File: config.mk
export PLATFORM = sky130hd
export DESIGN_NAME = demand_page_fault_mapper_top
export DESIGN_NICKNAME = d
export VERILOG_FILES = /design/src/design/dpfm_pkg.sv /design/src/design/dpfm_bitmap.sv /design/src/design/dpfm_alloc.sv /design/src/design/demand_page_fault_mapper_top.sv
export VERILOG_INCLUDE_DIRS = /design/src /design/src/design
export SDC_FILE = /design/constraint.sdc
export NUM_CORES = 2
export LEC_CHECK = 0
export BUFFER_PORTS_ARGS = -buffer_cell sky130_fd_sc_hd__buf_2
export CELL_PAD_IN_SITES_DETAIL_PLACEMENT = 0
export CELL_PAD_IN_SITES_GLOBAL_PLACEMENT = 1
export CORE_MARGIN = 8
export CORE_UTILIZATION = 40
export CTS_CLUSTER_SIZE = 20
export DETAILED_ROUTE_END_ITERATION = 8
export HOLD_SLACK_MARGIN = 0.02
export PLACE_DENSITY_LB_ADDON = 0.1
export SLEW_MARGIN = 20
export SYNTH_ARGS = -nofsm -noshare
export SYNTH_HDL_FRONTEND = slang
export SYNTH_SLANG_ARGS = --single-unit
File: constraint.sdc
create_clock -name clk -period 22.7 [get_ports clk]
set_input_delay 3.405 -clock clk [delete_from_list [all_inputs] [get_ports clk]]
set_output_delay 3.405 -clock clk [all_outputs]
set_load 0.02 [all_outputs]
File: src/design/demand_page_fault_mapper_top_macros.svh
// Assertion macros used by the top-level design file.
// Define NO_ASSERTIONS to compile them away.
`ifndef DEMAND_PAGE_FAULT_MAPPER_TOP_MACROS_SVH
`define DEMAND_PAGE_FAULT_MAPPER_TOP_MACROS_SVH
`ifndef NO_ASSERTIONS
// Same-cycle implication, disabled while reset is asserted.
`define DPFM_ASSERT_NOW(label, clk, rst_n, cond, prop) \
  label: assert property (@(posedge clk) disable iff (!rst_n) (cond) |-> (prop)) \
    else $error("dpfm assertion failed");
// Next-cycle implication, disabled while reset is asserted.
`define DPFM_ASSERT_NEXT(label, clk, rst_n, cond, prop) \
  label: assert property (@(posedge clk) disable iff (!rst_n) (cond) |=> (prop)) \
    else $error("dpfm assertion failed");
`else
`define DPFM_ASSERT_NOW(label, clk, rst_n, cond, prop)
`define DPFM_ASSERT_NEXT(label, clk, rst_n, cond, prop)
`endif
`endif

File: src/design/dpfm_pkg.sv
`timescale 1ns / 1ps
package dpfm_pkg;

  localparam int VA_W            = 48;
  localparam int PAGE_SHIFT      = 12;
  localparam int PAGE_W          = 36;
  localparam int CNT_W           = 32;
  localparam int USED_W          = 10;
  localparam int PAGES_PER_BLOCK = 512;

  localparam logic [PAGE_W-1:0]     WINDOW_BASE_RST = 36'h0_0080_0000;
  localparam logic [PAGE_SHIFT-1:0] LEAF_BITS       = 12'h407;

  // Configuration register indexes.
  localparam logic CFG_WINDOW_BASE = 1'b0;
  localparam logic CFG_POOL_BASE   = 1'b1;

  typedef enum logic [1:0] {
    ST_CLEAR,
    ST_IDLE,
    ST_LOOKUP
  } state_t;

  typedef enum logic [1:0] {
    STAT_OUTSIDE = 2'd0,
    STAT_MAPPED  = 2'd1,
    STAT_PRESENT = 2'd2,
    STAT_OOM     = 2'd3
  } status_t;

  typedef struct packed {
    logic mapped;
    logic oom;
  } alloc_cmd_t;

endpackage

File: src/design/dpfm_bitmap.sv
`timescale 1ns / 1ps
module dpfm_bitmap #(
  parameter int DEPTH = 1024
) (
  input  logic                     clk,
  input  logic                     rst_n,
  input  logic                     rd_en,
  input  logic [$clog2(DEPTH)-1:0] rd_addr,
  output logic                     rd_bit,
  input  logic                     set_en,
  input  logic [$clog2(DEPTH)-1:0] set_addr,
  output logic                     clear_done
);
  import dpfm_pkg::*;

  localparam int AW = $clog2(DEPTH);

  logic             mem [DEPTH];
  logic             rd_bit_r;
  logic [AW-1:0]    clr_ptr_r, clr_ptr_nxt;
  logic             clearing_r, clearing_nxt;
  logic             wr_en;
  logic [AW-1:0]    wr_addr;
  logic             wr_data;

  // The sweep writes zero to one entry per cycle after reset.
  always_comb begin
    clr_ptr_nxt  = clr_ptr_r;
    clearing_nxt = clearing_r;
    if (clearing_r) begin
      clr_ptr_nxt = clr_ptr_r + AW'(1);
      if (clr_ptr_r == AW'(DEPTH - 1)) begin
        clearing_nxt = 1'b0;
      end
    end
  end

  always_ff @(posedge clk) begin
    if (!rst_n) begin
      clr_ptr_r  <= '0;
      clearing_r <= 1'b1;
    end else begin
      clr_ptr_r  <= clr_ptr_nxt;
      clearing_r <= clearing_nxt;
    end
  end

  assign wr_en   = clearing_r || set_en;
  assign wr_addr = clearing_r ? clr_ptr_r : set_addr;
  assign wr_data = !clearing_r;

  always_ff @(posedge clk) begin
    if (wr_en) begin
      mem[wr_addr] <= wr_data;
    end
    if (rd_en) begin
      rd_bit_r <= mem[rd_addr];
    end
  end

  assign rd_bit     = rd_bit_r;
  assign clear_done = !clearing_r;

endmodule

File: src/design/dpfm_alloc.sv
`timescale 1ns / 1ps
module dpfm_alloc #(
  parameter int POOL_FRAMES = 512
) (
  input  logic                              clk,
  input  logic                              rst_n,
  input  dpfm_pkg::alloc_cmd_t              cmd,
  output logic [$clog2(POOL_FRAMES+1)-1:0]  next_frame,
  output logic                              pool_empty,
  output logic [dpfm_pkg::USED_W-1:0]       frames_used,
  output logic [dpfm_pkg::CNT_W-1:0]        map_count,
  output logic [dpfm_pkg::CNT_W-1:0]        oom_count
);
  import dpfm_pkg::*;

  localparam int FW = $clog2(POOL_FRAMES + 1);

  logic [FW-1:0]        next_frame_r, next_frame_nxt;
  logic [CNT_W-1:0]     map_r, map_nxt;
  logic [CNT_W-1:0]     oom_r, oom_nxt;
  logic [FW+USED_W-1:0] used_ext;

  always_comb begin
    next_frame_nxt = next_frame_r;
    map_nxt        = map_r;
    oom_nxt        = oom_r;
    if (cmd.mapped) begin
      next_frame_nxt = next_frame_r + FW'(1);
      map_nxt        = map_r + CNT_W'(1);
    end
    if (cmd.oom) begin
      oom_nxt = oom_r + CNT_W'(1);
    end
  end

  always_ff @(posedge clk) begin
    if (!rst_n) begin
      next_frame_r <= '0;
      map_r        <= '0;
      oom_r        <= '0;
    end else begin
      next_frame_r <= next_frame_nxt;
      map_r        <= map_nxt;
      oom_r        <= oom_nxt;
    end
  end

  assign used_ext    = {{USED_W{1'b0}}, next_frame_r};
  assign next_frame  = next_frame_r;
  assign pool_empty  = next_frame_r >= FW'(POOL_FRAMES);
  assign frames_used = used_ext[USED_W-1:0];
  assign map_count   = map_r;
  assign oom_count   = oom_r;

endmodule

File: src/design/demand_page_fault_mapper_top.sv
`timescale 1ns / 1ps
// Demand page fault mapper. Each fault beat (start while busy is low) has an
// accept step, which computes the page's slot in the demand window and reads its
// present bit from the bitmap memory, and a lookup step, which decides the
// outcome, writes the present bit back and updates the frame allocator. The
// result beat appears on the out_ ports, marked by out_valid, in the cycle after
// the lookup step, and stays for exactly one cycle; the receiver cannot stall
// it, so it must take every result beat as it comes. The read-modify-write of
// the bitmap sets the rate: busy is high in the lookup step, so a new fault is
// accepted only once the last one is decided. After reset a sweep clears the
// bitmap, one entry per cycle; busy stays high for the sweep and until the FSM
// has left its clear state. Configuration writes are taken at any time, but
// should only be issued while no fault is in flight.
module demand_page_fault_mapper_top #(
  parameter int WINDOW_BLOCKS = 2,
  parameter int POOL_FRAMES   = 512
) (
  input  logic                          clk,
  input  logic                          rst_n,
  input  logic                          start,
  output logic                          busy,
  input  logic [dpfm_pkg::VA_W-1:0]     in_fault_va,
  output logic                          out_valid,
  output logic [1:0]                    out_status,
  output logic                          out_retry,
  output logic [dpfm_pkg::VA_W-1:0]     out_page_entry,
  output logic [dpfm_pkg::USED_W-1:0]   out_frames_used,
  output logic [dpfm_pkg::CNT_W-1:0]    out_fault_total,
  output logic [dpfm_pkg::CNT_W-1:0]    out_oom_total,
  input  logic                          cfg_we,
  input  logic                          cfg_index,
  input  logic [dpfm_pkg::PAGE_W-1:0]   cfg_wdata
);
  import dpfm_pkg::*;
`include "demand_page_fault_mapper_top_macros.svh"

  localparam int WIN_PAGES = WINDOW_BLOCKS * PAGES_PER_BLOCK;
  localparam int SLOT_W    = $clog2(WIN_PAGES);
  localparam int FW        = $clog2(POOL_FRAMES + 1);

  // Configuration registers.
  logic [PAGE_W-1:0] window_base_r, window_base_nxt;
  logic [PAGE_W-1:0] pool_base_r, pool_base_nxt;

  always_comb begin
    window_base_nxt = window_base_r;
    pool_base_nxt   = pool_base_r;
    if (cfg_we) begin
      unique case (cfg_index)
        CFG_WINDOW_BASE: window_base_nxt = cfg_wdata;
        CFG_POOL_BASE:   pool_base_nxt   = cfg_wdata;
        default:         window_base_nxt = window_base_r;
      endcase
    end
  end

  always_ff @(posedge clk) begin
    if (!rst_n) begin
      window_base_r <= WINDOW_BASE_RST;
      pool_base_r   <= '0;
    end else begin
      window_base_r <= window_base_nxt;
      pool_base_r   <= pool_base_nxt;
    end
  end

  // Control state.
  state_t state_r, state_nxt;
  logic   accept;
  logic   clear_done;

  // Window test in the accept cycle. The subtraction carries a borrow bit, so a
  // page below the window base never aliases into the window.
  logic [PAGE_W-1:0] page;
  logic [PAGE_W:0]   diff;
  logic              in_win;
  logic [SLOT_W-1:0] slot;
  logic              in_win_r;
  logic [SLOT_W-1:0] slot_r;

  assign page   = in_fault_va[VA_W-1:PAGE_SHIFT];
  assign diff   = {1'b0, page} - {1'b0, window_base_r};
  assign in_win = !diff[PAGE_W] && (diff[PAGE_W-1:0] < PAGE_W'(WIN_PAGES));
  assign slot   = diff[SLOT_W-1:0];

  always_ff @(posedge clk) begin
    if (accept) begin
      in_win_r <= in_win;
      slot_r   <= slot;
    end
  end

  // Present bitmap and frame allocator.
  logic          present;
  logic          set_en;
  alloc_cmd_t    cmd;
  logic [FW-1:0] next_frame;
  logic          pool_empty;

  dpfm_bitmap #(
    .DEPTH (WIN_PAGES)
  ) u_bitmap (
    .clk        (clk),
    .rst_n      (rst_n),
    .rd_en      (accept),
    .rd_addr    (slot),
    .rd_bit     (present),
    .set_en     (set_en),
    .set_addr   (slot_r),
    .clear_done (clear_done)
  );

  dpfm_alloc #(
    .POOL_FRAMES (POOL_FRAMES)
  ) u_alloc (
    .clk         (clk),
    .rst_n       (rst_n),
    .cmd         (cmd),
    .next_frame  (next_frame),
    .pool_empty  (pool_empty),
    .frames_used (out_frames_used),
    .map_count   (out_fault_total),
    .oom_count   (out_oom_total)
  );

  // Next-state logic.
  always_comb begin
    state_nxt = state_r;
    unique case (state_r)
      ST_CLEAR:  if (clear_done) state_nxt = ST_IDLE;
      ST_IDLE:   if (start) state_nxt = ST_LOOKUP;
      ST_LOOKUP: state_nxt = ST_IDLE;
      default:   state_nxt = ST_CLEAR;
    endcase
  end

  always_ff @(posedge clk) begin
    if (!rst_n) begin
      state_r <= ST_CLEAR;
    end else begin
      state_r <= state_nxt;
    end
  end

  // Decision in the lookup cycle, once the present bit is back from memory.
  status_t           status;
  logic [PAGE_W-1:0] frame;
  logic              lookup;

  assign frame = pool_base_r + PAGE_W'(next_frame);

  always_comb begin
    lookup = 1'b0;
    busy   = 1'b1;
    unique case (state_r)
      ST_CLEAR:  busy = 1'b1;
      ST_IDLE:   busy = !rst_n;
      ST_LOOKUP: lookup = 1'b1;
      default:   busy = 1'b1;
    endcase
  end

  assign accept = start && !busy;

  always_comb begin
    if (!in_win_r) begin
      status = STAT_OUTSIDE;
    end else if (present) begin
      status = STAT_PRESENT;
    end else if (pool_empty) begin
      status = STAT_OOM;
    end else begin
      status = STAT_MAPPED;
    end
  end

  assign set_en     = lookup && (status == STAT_MAPPED);
  assign cmd.mapped = set_en;
  assign cmd.oom    = lookup && (status == STAT_OOM);

  // Result registers; the counters in the allocator change at the same edge,
  // so they already hold the post-fault values while out_valid is high.
  logic            out_valid_r;
  logic [1:0]      out_status_r;
  logic            out_retry_r;
  logic [VA_W-1:0] out_page_entry_r;

  always_ff @(posedge clk) begin
    if (!rst_n) begin
      out_valid_r <= 1'b0;
    end else begin
      out_valid_r <= lookup;
    end
  end

  always_ff @(posedge clk) begin
    if (lookup) begin
      out_status_r     <= status;
      out_retry_r      <= (status == STAT_MAPPED) || (status == STAT_PRESENT);
      out_page_entry_r <= (status == STAT_MAPPED) ? {frame, LEAF_BITS} : '0;
    end
  end

  assign out_valid      = out_valid_r;
  assign out_status     = out_status_r;
  assign out_retry      = out_retry_r;
  assign out_page_entry = out_page_entry_r;

  // A lookup always produces exactly one result beat in the next cycle.
  `DPFM_ASSERT_NEXT(a_lookup_gives_result, clk, rst_n, state_r == ST_LOOKUP, out_valid_r)
  // An accepted fault always moves to the lookup cycle.
  `DPFM_ASSERT_NEXT(a_accept_to_lookup, clk, rst_n, accept, state_r == ST_LOOKUP)
  // Only a newly mapped page carries a descriptor.
  `DPFM_ASSERT_NOW(a_entry_only_mapped, clk, rst_n,
                   out_valid_r && (out_status_r != STAT_MAPPED), out_page_entry_r == '0)
  // Allocating a frame never happens while the pool is exhausted.
  `DPFM_ASSERT_NOW(a_no_alloc_when_empty, clk, rst_n, set_en, !pool_empty && in_win_r)
  // The bitmap is never written by a fault while the clearing sweep runs.
  `DPFM_ASSERT_NOW(a_no_set_during_clear, clk, rst_n, !clear_done, !set_en && !accept)

endmodule
---- After elaboration in Yosys (flattened, before gate mapping) ----
Memory sizes are Yosys's and may differ from the RTL's. A register that Yosys moved wholly into a read port is not among the register bits.
Index checks and enable logic that the tools add are counted.
operators by class
  add/sub/neg operators ................... 6
  $lt $le $gt $ge ......................... 2
  eq/ne operators ......................... 8
  mux-type cells .......................... 14
  bitwise logic cells ..................... 1
  reduce and logical (&&, ||, !) cells .... 14
operators with widths
  cell                                                                            number
  32-bit by 1-bit adder with 32-bit output, second input constant                 2
  36-bit by 36-bit subtractor with 37-bit output                                  1
  36-bit by 10-bit adder with 36-bit output                                       1
  36-bit by 11-bit less-than comparator with 1-bit output, second input constant  1
  10-bit by 1-bit adder with 10-bit output, second input constant                 2
  11-bit two-way mux                                                              1
  10-bit == test, second input constant                                           1
  10-bit >= comparator, second input constant                                     1
  10-bit two-way mux                                                              1
  2-bit two-way mux                                                               5
  2-bit == test, second input constant                                            3
  1-bit two-way mux                                                               6
  2-bit one-hot mux with 3 select lines                                           1
  2-bit AND reduction                                                             3
  2-bit by 1-bit == test with 1-bit output, second input constant                 2
  1-bit logical AND                                                               4
  1-bit logical NOT                                                               4
  2-bit != test, second input constant                                            2
  2-bit logical NOT                                                               1
  1-bit logical OR                                                                2
  1-bit inverter                                                                  1
storage, ports and cells
  flip-flop bits (word level) ............. 222
  memory bits (writable) .................. 1024
  bits of input ports ..................... 89
  output and inout port bits .............. 127
  logic and storage cells ................. 61
  memories ................................ 1
memory list
  name          depth  width  rd ports  clocked after memory_dff  wr ports  line               RTL
  u_bitmap.mem  1024   1      1         1                         1         dpfm_bitmap.sv:18  logic mem [DEPTH];

---- Depth between registers and ports, before layout ----
  depth in word-level cells ............... 9
  depth in mapped cells ................... 15

---- By module ----
From an unflattened synthesis, not the netlist that was laid out.
unflattened totals
  cell total of the unflattened synthesis .. 4467
  area, all modules ....................... 56490.4 µm²
by module, submodules not included
  module                        instances  cells an instance  area each (µm²)  seq. area each (µm²)
  dpfm_bitmap                   1          3146               45190.8          30999.7
  demand_page_fault_mapper_top  1          911                7861.3           3032.9
  dpfm_alloc                    1          410                3438.3           1481.4

---- Worst setup path after synthesis ----
No wires, ideal clock.
  path kind ............................... register to register
  start point ............................. register u_bitmap.clearing_r
  end point ............................... memory u_bitmap.mem[800] (enable)
  setup time .............................. 0.253 ns
  arrival time ............................ 19.426 ns
  data required time ...................... 22.447 ns
  slack ................................... 3.021 ns
  stages on the path, launching flop included .. 7
  buffers on the path ..................... 2
  path through ............................ dfxtp_1 -> inv_1 -> clkbuf_1 -> o32ai_1 -> nand3_1 -> clkbuf_1 -> nor2_1
between the ends
  longest elaborated chain between the ends .. 3
ends and longest elaborated chain
  what                                     line               RTL
  from (decl)                              dpfm_bitmap.sv:21  logic clearing_r, clearing_nxt;
  from (signal assigned)                   dpfm_bitmap.sv:44  clearing_r <= clearing_nxt;
  1-bit logical OR                         dpfm_bitmap.sv:48  assign wr_en = clearing_r || set_en;
  1-bit two-way mux                        dpfm_bitmap.sv:53  if (wr_en) begin
  1-bit two-way mux (not written as such)  dpfm_bitmap.sv:54  mem[wr_addr] <= wr_data;
  to (decl)                                dpfm_bitmap.sv:18
Parallel ways exist; a longest one is shown, timed or not.

---- Worst setup path in the final report ----
  start point ............................. input in_fault_va[12] (netlist bit)
  end point ............................... register u_bitmap.rd_bit_r, in the netlist u_bitmap.rd_bit (read register of u_bitmap.mem), data pin
between the ends
  longest elaborated chain between the ends .. 1
ends and longest elaborated chain
  what                                            line                                RTL
  from (decl)                                     demand_page_fault_mapper_top.sv:22  input logic [dpfm_pkg::VA_W-1:0] in_fault_va,
  36-bit by 36-bit subtractor with 37-bit output  demand_page_fault_mapper_top.sv:82  assign diff = {1'b0, page} - {1'b0, window_base_r};
  to (decl)                                       dpfm_bitmap.sv:19                   logic rd_bit_r;
No other way between the ends.
A chain may end at the register's enable or synchronous reset.

==> flow_summary.json <==
{
  "ctsResizeCount": 0,
  "dieHeight_microns": 392,
  "layout_min_cycle_time_ps": 8400,
  "routed_wl_microns": 162000,
  "maxSlewViolCount": 0,
  "synth_compound_area_share_pct": 4.58,
  "cts_buffers": 143,
  "crit_required_ps": 23100,
  "grt_max_degree": 278,
  "ys.flop_type": "edfxtp_1",
  "num_vias": 35100,
  "ios": 216,
  "yosysSeqAreaShare_pct": 62.8,
  "grt-ovfl-total": 0,
  "areaGrowthSynthToFinish_pct": 12.6,
  "worst_setup_path_start_kind": "input port",
  "fin_ws_ps": 14300,
  "final_hold_viol_count": 0,
  "multi_input_area_sq_mm": 0.0193,
  "skew_ps": 30.5,
  "ys_warn_count": 0,
  "r2r_start": "window_base_r[0]",
  "holdPathEnd": "window_base_r[29]",
  "grt_pass1_vias": 34900,
  "max_clock_freq_ghz": 0.119,
  "grt_use_total_pct": 20.6,
  "synth_top_area_share_pct": 57.1,
  "drt_first_pass_iters": 5,
  "register_area_sq_mm": 0.0355,
  "max-slew-margin-rel_pct": 16.7,
  "synth_mux_area_share_pct": 13.4,
  "cts_setup_buffers": 0,
  "layout_commonest_cell": "nor2_1",
  "synthesis.area_sq_mm": 0.0565,
  "grt_setup_unrepaired": "no",
  "hold_class": "flop to flop",
  "io_buffers": 195,
  "finish.net_count": 4542,
  "n_fill_cell": 13000,
  "rr_endpoint": "u_bitmap.rd_bit",
  "synthSimpleGateAreaFrac_pct": 13.0,
  "synthAdderAreaFrac_pct": 1.24,
  "maxCapViolCount": 0,
  "end_kind": "flop",
  "switching_share_pct": 23.3,
  "ctsHoldBuffers": 0,
  "crit_fanout": 120,
  "r2r_slack_ps": 16820,
  "rr_worst_depth": 10,
  "synth_area_leaders": "edfxtp_1, mux4_2, nor2_1, dfxtp_1, nand2_1",
  "setup_tns_ps": 0,
  "comb_power_share_pct": 7.0,
  "ant_nets": 0,
  "most-common-layout-cells": "nor2_1, edfxtp_1, mux4_2",
  "rows": 138,
  "die_w_microns": 392,
  "critPathArrivalTime_ps": 8800,
  "htreeDepth": 4,
  "globalplace.congestion": 0.800,
  "finalSetupViolCount": 0,
  "clk_latency_ps": 760,
  "drc": 0,
  "start_util_pct": 40.1,
  "cts_max_path_buffers": 3,
  "dp_hpwl_microns": 89700,
  "hold_depth": 2,
  "cts_root_buf": "clkbuf_16",
  "drtIter0Drc": 2767,
  "fin_crit_sh_pct": 37.0,
  "synth.avg_cell_area_sq_um": 13.1,
  "clkPwrFrac_pct": 44.3,
  "netSwitchingPower_mw": 1.17,
  "antenna_found_initial": 5,
  "core_region_area_sq_mm": 0.141,
  "post_drt_wl_per_cell_microns": 25.3,
  "hp-start": "window_base_r[29]",
  "cts_tree": "done",
  "post-synth-top-area-cell": "edfxtp_1",
  "synth-edff-count": 1076,
  "power_frac_seq_pct": 48.7,
  "syn_inst": 4329,
  "synth-xor-area-share_pct": 1.47,
  "synth_top_family_by_area": "multiplexers",
  "status": "finished clean",
  "synth.distinct_cells": 83,
  "tightest_slew_ps": 1240,
  "intPower_mw": 3.85,
  "die-area_sq_mm": 0.154,
  "layout-drive-gt1-share_pct": 18.6,
  "crit_type": "input port to flop",
  "cellLeakagePower_nw": 17.4,
  "ys_ff_latch": 1236,
  "clock-sinks": 1236,
  "clk_pin_slew_ps": 60,
  "synthArstFlopShare_pct": 0,
  "pre_cts_ws_ps": 13380,
  "grt_pass1_wl_microns": 237000,
  "viasPerCell": 5.49,
  "p_per_area_mw_per_mm2": 78.9,
  "vdd_drop_max_uv": 51.5
}
-- kinds of logic (layout without fill, tap and decap cells) --
logic type                 count (synthesis)  count (layout)
muxes                                    389             389
and+or+nand+nor                         1754            1754
DFF                                     1236            1236
other                                      1              13
buffers and inverters                    438             608
AOI/OAI and AO/OA                        364             364
adders and majority gates                 55              55
xor gates and xnor gates                  92              92
-- sequential cells by signal, summed over array words and instances (netlist names), 2 cells and up --
register,count
out_page_entry,37
u_alloc.map_count,32
slot_r,10
pool_base_r,36
u_bitmap.clr_ptr_r,10
u_alloc.frames_used,10
window_base_r,36
state_r,2
u_alloc.oom_count,32
out_status,2
u_bitmap.mem,1024
-- layer usage --
layer	global-route usage, %	up-vias	share of wire (%)
li1	-	15800	-
met4	5.66	2	2.6
met2	33.5	979	47
met1	28.9	18100	45
met5	0	-	0.0068
met3	3.21	201	5.7
-- cell type report --
class	instances	area share, %
Inverter	85	0.513
Multi-Input combinational cell	2662	30.4
Tap cell	1890	3.71
Clock inverter	70	0.904
Antenna cell	5	0.0196
Sequential cell	1236	55.8
Timing Repair Buffer	270	2.52
Clock buffer	183	6.19
-- power groups by stage --
stage	Combinational, mW	Sequential (mW)	Clock (mW)
5_1_grt	0.371	2.45	2.36
6_report	0.349	2.45	2.23
3_5_place_dp	0.353	2.49	0
3_3_place_gp	0.354	2.49	0
2_1_floorplan	0.230	2.49	0
4_1_cts	0.354	2.45	2.28
-- through the flow --
stage / cells / power, mW / cell area [sq um] / utilization, % / hold slack (ps)
6_report: 6401 / 5.02 / 63700 / 45.2 / 464
5_1_grt: 6397 / 5.18 / 63700 / 45.2 / 491
4_1_cts: 6395 / 5.08 / 63600 / 45.1 / 467
3_5_place_dp: 6142 / 2.85 / 59100 / 41.9 / 459
3_3_place_gp: 6142 / 2.85 / 59100 / 41.9 / 455
2_1_floorplan: 4336 / 2.72 / 56600 / - / 443
-- worst max-delay path by stage --
stage                                    to  slack [ps]  cells after the start                start
after detailed placement    u_bitmap.rd_bit       13380                     13      in_fault_va[12]
after floorplan           u_bitmap.mem[800]        3020                      6  u_bitmap.clearing_r
after global placement      u_bitmap.rd_bit       13400                     13      in_fault_va[12]
after global routing        u_bitmap.rd_bit       14150                     13      in_fault_va[12]
final                       u_bitmap.rd_bit       14300                     12      in_fault_va[12]
after CTS                   u_bitmap.rd_bit       14200                     13      in_fault_va[12]
-- Yosys cell counts, types with 5 or more instances --
cell type / number
nor2_1: 1094
edfxtp_1: 1076
nand2_1: 322
mux4_2: 283
clkbuf_1: 219
dfxtp_1: 160
a21boi_0: 88
mux2i_1: 87
and2_1: 84
inv_1: 83
xnor2_1: 69
a21oi_1: 65
nand3_1: 58
ha_1: 53
buf_1: 48
nand4_1: 37
o21ai_0: 37
buf_2: 36
nor3_1: 35
buf_4: 32
and3_1: 26
a2111oi_0: 22
nand2b_1: 22
nor2b_1: 21
or3_1: 21
xor2_1: 21
a21o_1: 15
buf_6: 15
a211oi_1: 14
o2111ai_1: 14
o21a_1: 14
a22oi_1: 13
a31oi_1: 12
mux2_2: 12
and4_1: 11
mux4_1: 7
o21bai_1: 6
a22o_1: 5
or2_2: 5
-- critical path: stages --
cell and delay, ps:
buf_2 120, inv_1 70, ha_4 170, fa_4 1180, buf_4 820, buf_12 690, mux4_1 440, mux4_2 530
a22oi_2 240, a211oi_1 130, a2111oi_2 560, a311oi_1 270
No activity file was read; power rests on OpenSTA's default activity.
